==> config.mk <==
export PLATFORM = sky130hd
export DESIGN_NAME = ace_alu
export DESIGN_NICKNAME = d
export VERILOG_FILES = /design/src/hdl/ace_pkg.sv /design/src/hdl/ace_alu.sv
export SDC_FILE = /design/constraint.sdc
export NUM_CORES = 1
export LEC_CHECK = 0
export BUFFER_PORTS_ARGS = -buffer_cell sky130_fd_sc_hd__buf_4
export CAP_MARGIN = 10
export CORE_ASPECT_RATIO = 1.75
export CORE_MARGIN = 3
export CORE_UTILIZATION = 57
export DETAILED_ROUTE_END_ITERATION = 6
export MAX_ROUTING_LAYER = met4
export PLACE_DENSITY_LB_ADDON = 0.12
export SETUP_SLACK_MARGIN = 0.1
export SYNTH_ARGS = -nofsm -noshare
export SYNTH_HDL_FRONTEND = slang
export SYNTH_SLANG_ARGS = --single-unit
==> constraint.sdc <==
create_clock -name vclk -period 8.53
set_clock_uncertainty 0.05 [all_clocks]
set_input_delay 0.4265 -clock vclk [all_inputs]
set_output_delay 0.4265 -clock vclk [all_outputs]
set_load 0.02 [all_outputs]
==> src/hdl/ace_pkg.sv <==
// Shared types and operation codes for the accumulator execute unit.
`timescale 1ns / 1ps

package ace_pkg;

   localparam int NumRegs   = 8;
   localparam int MemDepth  = 256;
   localparam int RegIdxW   = $clog2(NumRegs);
   localparam int MemAddrW  = $clog2(MemDepth);
   localparam int CmdW      = 5;
   localparam int ImmW      = 8;
   localparam int CntW      = 8;
   localparam int AccOutW   = 16;

   localparam logic [RegIdxW-1:0] STACK_REG = RegIdxW'(7);

   localparam logic [CmdW-1:0] CMD_TICK     = 5'd0;
   localparam logic [CmdW-1:0] CMD_ADD      = 5'd1;
   localparam logic [CmdW-1:0] CMD_SUB      = 5'd2;
   localparam logic [CmdW-1:0] CMD_SSP      = 5'd3;
   localparam logic [CmdW-1:0] CMD_INC      = 5'd4;
   localparam logic [CmdW-1:0] CMD_DEC      = 5'd5;
   localparam logic [CmdW-1:0] CMD_NEG      = 5'd6;
   localparam logic [CmdW-1:0] CMD_NOT      = 5'd7;
   localparam logic [CmdW-1:0] CMD_AND      = 5'd8;
   localparam logic [CmdW-1:0] CMD_OR       = 5'd9;
   localparam logic [CmdW-1:0] CMD_LDA_IMM  = 5'd10;
   localparam logic [CmdW-1:0] CMD_ST_IMM   = 5'd11;
   localparam logic [CmdW-1:0] CMD_LD_REG   = 5'd12;
   localparam logic [CmdW-1:0] CMD_ST_REG   = 5'd13;
   localparam logic [CmdW-1:0] CMD_LDA_REG  = 5'd14;
   localparam logic [CmdW-1:0] CMD_MOV_ACC  = 5'd15;
   localparam logic [CmdW-1:0] CMD_LDA_ACC  = 5'd16;
   localparam logic [CmdW-1:0] CMD_ST_ACC   = 5'd17;
   localparam logic [CmdW-1:0] CMD_ST_CNT   = 5'd18;
   localparam logic [CmdW-1:0] CMD_JMP_ADDR = 5'd19;
   localparam logic [CmdW-1:0] CMD_JMP      = 5'd20;
   localparam logic [CmdW-1:0] CMD_JZ       = 5'd21;
   localparam logic [CmdW-1:0] CMD_JN       = 5'd22;
   localparam logic [CmdW-1:0] CMD_JOV      = 5'd23;

   typedef struct packed {
      logic [CmdW-1:0]    command;
      logic [RegIdxW-1:0] reg_x;
      logic [RegIdxW-1:0] reg_y;
      logic [ImmW-1:0]    immediate;
   } req_type;

   typedef struct packed {
      logic [CntW-1:0]           counter_value;
      logic signed [AccOutW-1:0] accumulator;
      logic [MemAddrW-1:0]       address_value;
   } rsp_type;

   typedef struct packed {
      logic                rd_en;
      logic                wr_en;
      logic [MemAddrW-1:0] addr;
   } mem_ctl_type;

endpackage

==> src/hdl/ace_alu.sv <==
// Operation decode and datapath: next architectural state for one word.
`timescale 1ns / 1ps

module ace_alu
   import ace_pkg::*;
#(
   parameter int DATA_WIDTH = 16
) (
   input  req_type               op,
   input  logic [DATA_WIDTH-1:0] rx,
   input  logic [DATA_WIDTH-1:0] ry,
   input  logic [DATA_WIDTH-1:0] rsp_reg,
   input  logic [DATA_WIDTH-1:0] acc,
   input  logic [MemAddrW-1:0]   addr,
   input  logic [CntW-1:0]       cnt,
   output logic [DATA_WIDTH-1:0] acc_next,
   output logic [MemAddrW-1:0]   addr_next,
   output logic [CntW-1:0]       cnt_next,
   output logic [CntW-1:0]       cnt_shown,
   output logic                  rf_we,
   output logic                  ld_req,
   output mem_ctl_type           mem_ctl,
   output logic [DATA_WIDTH-1:0] mem_wdata
);

   logic [CntW-1:0] target;
   logic            acc_zero;
   logic            acc_neg;
   logic            acc_over;

   assign target   = CntW'(op.immediate) + CntW'(1);
   assign acc_zero = (acc == '0);
   assign acc_neg  = acc[DATA_WIDTH-1];
   // signed compare against 256: positive with any bit above bit 7 set
   assign acc_over = !acc_neg && (|acc[DATA_WIDTH-2:8]);

   always_comb begin
      acc_next      = acc;
      addr_next     = addr;
      cnt_next      = cnt;
      cnt_shown     = cnt;
      rf_we         = 1'b0;
      ld_req        = 1'b0;
      mem_ctl.rd_en = 1'b0;
      mem_ctl.wr_en = 1'b0;
      mem_ctl.addr  = addr;
      mem_wdata     = acc;
      case (op.command)
         CMD_TICK:     cnt_next = cnt + CntW'(1);
         CMD_ADD:      acc_next = rx + ry;
         CMD_SUB:      acc_next = rx - ry;
         CMD_SSP:      acc_next = rsp_reg - DATA_WIDTH'(op.immediate);
         CMD_INC:      acc_next = rx + DATA_WIDTH'(1);
         CMD_DEC:      acc_next = rx - DATA_WIDTH'(1);
         CMD_NEG:      acc_next = '0 - rx;
         CMD_NOT:      acc_next = ~rx;
         CMD_AND:      acc_next = rx & ry;
         CMD_OR:       acc_next = rx | ry;
         CMD_LDA_IMM:  addr_next = op.immediate;
         CMD_ST_IMM: begin
            mem_ctl.wr_en = 1'b1;
            mem_wdata     = DATA_WIDTH'(op.immediate);
         end
         CMD_LD_REG: begin
            mem_ctl.rd_en = 1'b1;
            ld_req        = 1'b1;
         end
         CMD_ST_REG: begin
            mem_ctl.wr_en = 1'b1;
            mem_wdata     = rx;
         end
         CMD_LDA_REG:  addr_next = rx[MemAddrW-1:0];
         CMD_MOV_ACC:  rf_we = 1'b1;
         CMD_LDA_ACC:  addr_next = acc[MemAddrW-1:0];
         CMD_ST_ACC:   mem_ctl.wr_en = 1'b1;
         CMD_ST_CNT: begin
            mem_ctl.wr_en = 1'b1;
            mem_wdata     = DATA_WIDTH'(cnt);
         end
         CMD_JMP_ADDR: cnt_next = addr + CntW'(1);
         CMD_JMP:      cnt_next = target;
         CMD_JZ:       if (acc_zero) cnt_next = target;
         CMD_JN:       if (acc_neg) cnt_next = target;
         CMD_JOV:      if (acc_over) cnt_next = target;
         default: ;
      endcase
      // tick reports the counter before its increment
      if (op.command != CMD_TICK) begin
         cnt_shown = cnt_next;
      end
   end

endmodule

==> results of run 1 <==
==> power groups by stage <==
| stage | Clock [uW] | Sequential [uW] | Combinational, uW |
|---|---|---|---|
| after floorplan | 0 | 0 | 220 |
| after global placement | 0 | 0 | 359 |
| after detailed placement | 0 | 0 | 367 |
| after CTS | 0 | 0 | 368 |
| after global routing | 0 | 0 | 404 |
| final | 0 | 0 | 381 |
==> cells in the mapped netlist, types with 20 or more instances <==
master,number,area share
nor3_1,20,0.023
nand3_1,24,0.028
nor2_1,58,0.050
inv_1,24,0.021
clkbuf_1,26,0.023
o22ai_1,22,0.032
a21oi_1,56,0.065
xnor2_1,25,0.051
ha_1,27,0.078
o21ai_0,39,0.045
nand2_1,89,0.077
a31oi_1,26,0.038
==> stage by stage <==
stage	worst slack, ns	hold slack [ns]	instances
global route	3.37	1.04	885
finish	3.55	1.04	885
global placement	3.90	1.03	884
detailed placement	3.65	1.03	884
floorplan	4.46	0.916	684
CTS	3.64	1.03	884
==> critical path, cell delays in order <==
cell and delay [ns]:
buf_4 0.21, or3b_1 0.41, a21boi_4 0.56, inv_1 0.28, o31a_1 0.18, o22ai_1 0.28
ha_1 0.37, a21o_1 0.21, a31oi_1 0.16, o21ai_0 0.15, a2111oi_0 0.50, a21oi_1 0.15
xor2_1 0.17, o221ai_1 0.23, buf_4 0.19
==> worst paths after layout <==
kind              slack, ns            to  cells after the start  startpoint
hold / removal         1.04    mem_ctl[1]                      2     addr[1]
setup / recovery       3.55  acc_next[15]                     15      op[15]
==> layout make-up <==
| type | instances | share of cell area |
|---|---|---|
| tap | 86 | 0.0199 |
| inverter | 24 | 0.0167 |
| timing repair buffer | 163 | 0.227 |
| multi-input combinational | 612 | 0.737 |
==> cell families after synthesis <==
| kind of cell | count (synthesis) |
|---|---|
| AND/OR/NAND/NOR | 280 |
| AO/OA/AOI/OAI | 261 |
| buffers and inverters | 72 |
| multiplexers | 4 |
| XOR/XNOR | 38 |
| adder cells (fa/ha/maj) | 29 |
==> routing by layer <==
| metal | vias to the layer above | global-route usage |
|---|---|---|
| li1 | 2849 | - |
| met1 | 2824 | 0.472 |
| met2 | 558 | 0.783 |
| met3 | 174 | 0.0531 |
| met4 | 0 | 0.341 |
| met5 | - | - |
==> impl_metrics.toml, run 1 <==
[final_layout]
layout_commonest_cell = "buf_4"
diodes = 0
multi_input_area_um2 = 3980
syn_to_final_growth_pct = 25.4
fillers = 651
seqCellArea_um2 = 0
seq_cells = 0
final_cell_mix = "buf_4 (162), nand2_1 (89), nor2_1 (58), a21oi_1 (56), o21ai_0 (39)"
final_layout_size_suffix_gt1_frac = 0.234
clock_buffers = 0
nets = 929
final_cell_area_um2 = 5410
final_util = 0.743

[pwr]
power_frac_comb = 1.000
clkPwrFrac = 0
peakVddDrop_mv = 0.0450
p_sw_uw = 225
p_leak_uw = 0.00230
swShare = 0.591
p_per_area_nw_per_um2 = 70.4
p_int_uw = 156
total_power_uw = 381
pwr-share-seq = 0

[outcome]
violations = "design-rule violations"
status = "finished with violations"

[clock_network]
cts.repair.resized = 0
hold_buffers = 0
post_cts_buffers = 0

[setup_path]
worstPathRequired_ns = 8.05
cp-end-kind = "primary output"
worst-setup-path-type = "primary input to primary output"
start_kind = "primary input"
worst-path-max-fanout = 25
arrival_ns = 4.50

[sta]
min_period_ns = 4.98
fin_crit_sh = 0.584
finalHoldViolCount = 0
fmax_mhz = 201
tightest_slew_ns = 1.12
rsz0062_at_grt = "no"
finalSetupViolations = 0
drv_slew = 0
relSlewSlack = 0.245
setup_tns_ns = 0

[detailed_routing]
wl_met3_um = 2030
dr_total_vias = 6405
firstDrtPassIters = 7
drc = 52
routed_wl_um = 20200
met2_wirelength_um = 9820
ant_nets = 0
top_layer = "met4"
wl_per_cell_um = 22.8
first_iter_violations = 1004
viasPerCell = 7.24
wl_met1_um = 6280

[logic_synthesis]
synthAdderAreaFrac = 0.0876
ys_seq_area_frac = 0
yosysUniqueCellTypes = 76
avgSynthCellArea_um2 = 6.30
synth_compound_gate_area_share = 0.416
ys_warn_count = 0
synthSimpleGateAreaFrac = 0.331
syn_area_um2 = 4310
syn_nets = 812
synth_xor_area_frac = 0.0772
netlist_instances = 684
synth.mux.area_fraction = 0.0122
synth_top_family_by_area = "compound AO/OA/AOI/OAI gates"

[floorplanning]
design.die.area_um2 = 8690
die_height_um = 121
core_area_um2 = 7280
rows = 41
die_w_um = 71.7
io-pin-count = 167
initial_core_util = 0.592

[global_routing]
antenna_found_initial = 0
grt_overflow_total = 0
grt_pass1_wl_um = 31100
grt_max_degree = 26
grtUsageTotal = 0.459
first_global_vias = 6069

[min_path]
min_path_type = "primary input to primary output"

[placement]
placed_cell_area_um2 = 5400
hpwlAfterDp_um = 16100
io_buffers = 161
gp_congestion = 1.22

[job]
maxCapViolCount = 0
(Power assumes the default switching activity.)
==> inputs of run 2 (changes only) <==
--- a/config.mk
+++ b/config.mk
@@ -9,7 +9,7 @@
 export CAP_MARGIN = 10
 export CORE_ASPECT_RATIO = 1.75
 export CORE_MARGIN = 3
-export CORE_UTILIZATION = 57
+export CORE_UTILIZATION = 47
 export DETAILED_ROUTE_END_ITERATION = 6
 export MAX_ROUTING_LAYER = met4
 export PLACE_DENSITY_LB_ADDON = 0.12
==> constraint.sdc (replaced) <==
create_clock -name vclk -period 4
set_clock_uncertainty 0.05 [all_clocks]
set_input_delay 0.2 -clock vclk [all_inputs]
set_output_delay 0.2 -clock vclk [all_outputs]
set_load 0.02 [all_outputs]
==> run 2 against run 1 <==
Effect of this change:
- the flow now finishes without violations
- worst hold slack worse by 0.45 ns
- flip-flop and latch count unchanged
- worst setup slack lost 3.3 ns
- final area increased by 4.0%
- final cell count rose by 5.4%
- via count is 0.53% higher
- die area rose by 20%
- combinational power increased by 120%
- routed wire length increased by 7.2%
- total power is 120% higher
- non-clock buffer count up 17
- critical path type unchanged
- largest cell class unchanged
==> impl_metrics.toml, run 2 (synthesized netlist as in run 1, its figures left out) <==
[outcome]
status = "complete, no violations"

[job]
maxCapViolCount = 0

[final_layout]
fin_cells = 933
final_cell_area_um2 = 5630
syn_to_final_growth_pct = 30.5
layout_commonest_cell = "buf_4"
final_cell_mix = "buf_4 (179), nand2_1 (89), nor2_1 (58), a21oi_1 (55), o21ai_0 (38)"
multi_input_area_um2 = 4040
fillers = 889
seqCellArea_um2 = 0
diodes = 0
clock_buffers = 0
nets = 946
seq_cells = 0
final_layout_size_suffix_gt1_frac = 0.259

[global_routing]
grtUsageTotal = 0.405
grt_pass1_wl_um = 32800
antenna_found_initial = 0
grt_max_degree = 25
grt_overflow_total = 0
first_global_vias = 6295

[pwr]
clkPwrFrac = 0
pwr-share-seq = 0
peakVddDrop_mv = 0.0898
p_per_area_nw_per_um2 = 149
power_frac_comb = 1.000
p_sw_uw = 492
p_leak_uw = 0.00240
swShare = 0.586
p_int_uw = 347

[floorplanning]
rows = 45
die_height_um = 133
die_w_um = 78.4
initial_core_util = 0.491
io-pin-count = 167
core_area_um2 = 8780
design.die.area_um2 = 10400

[setup_path]
worst-path-max-fanout = 24
cp-end-kind = "primary output"
path_buf_inv = 4
start_kind = "primary input"
worst-setup-path-type = "primary input to primary output"
slowest_delay_ns = 0.42
cp_slowest_cell = "or3b_1"
arrival_ns = 3.51
worstPathRequired_ns = 3.75
path_cells = "buf_4 -> or3b_1 -> a21boi_4 -> inv_1 -> o21a_1 -> o22ai_1 -> ha_1 -> nor2b_1 -> o2111ai_1 -> buf_4 -> nand3_1 -> a41o_1 -> a21oi_1 -> xor2_1 -> o22ai_1 -> buf_4"
cp_top_family = "compound AO/OA/AOI/OAI gates"
cp_common_cell = "buf_4"

[detailed_routing]
routed_wl_um = 21600
wl_per_cell_um = 23.2
first_iter_violations = 748
ant_nets = 0
firstDrtPassIters = 6
dr_total_vias = 6439
drc = 0
viasPerCell = 6.90

[sta]
finalHoldViolCount = 0
setup_tns_ns = 0
relSlewSlack = 0.213
holdWs_ns = 0.581
tightest_slew_ns = 1.17
fin_crit_sh = 0.941
finalSetupViolations = 0
drv_slew = 0
fmax_mhz = 266
rsz0062_at_grt = "yes"
min_period_ns = 3.76

[placement]
io_buffers = 161
placed_cell_area_um2 = 5570
gp_congestion = 1.12
placed_cells = 933
hpwlAfterDp_um = 17700

[min_path]
min_path_type = "primary input to primary output"
whs_path_depth = 2
whs_endpoint = "mem_ctl[7]"
hold_start = "addr[7]"

[clock_network]
hold_buffers = 0
run 2: final cells by class:
type               instances  share of cell area
well taps                117              0.0260
repair buffers           180               0.241
multi-input cells        612               0.717
inverters                 24              0.0160
run 2: worst max path at each step:
stage                     slack (ns)      endpoint  cells past startpoint  startpoint
after global placement          0.07  acc_next[15]                     16       ry[4]
after detailed placement        0.03  acc_next[15]                     16       ry[4]
after global routing             0.1  acc_next[11]                     16      op[15]
after floorplan                 0.38  acc_next[14]                     13      op[17]
final                           0.24  acc_next[11]                     16      op[15]
after CTS                       0.15  acc_next[15]                     16       ry[4]
run 2: stage by stage:
step	util	total power (uW)	setup slack [ns]
4_1_cts	0.636	813	0.146
2_1_floorplan	-	469	0.378
6_report	0.641	839	0.235
5_1_grt	0.641	892	0.0969
3_3_place_gp	0.634	790	0.0706
3_5_place_dp	0.634	808	0.0316
run 2: what timing repair did:
action                                  CTS  global route
pin swaps                                 0             3
gates resized for setup                   3             8
endpoints found under the setup margin    1             5
setup buffers                             0             0
run 2: metal layers:
metal / track usage / part of all wire
met5: - / 0
met4: 0.325 / 0.099
met3: 0.0470 / 0.082
met2: 0.716 / 0.50
met1: 0.386 / 0.32
run 2: power by group through the flow:
stage	clock network [uW]	logic, uW	registers [uW]
3_5_place_dp	0	808	0
3_3_place_gp	0	790	0
5_1_grt	0	892	0
2_1_floorplan	0	469	0
4_1_cts	0	813	0
6_report	0	839	0
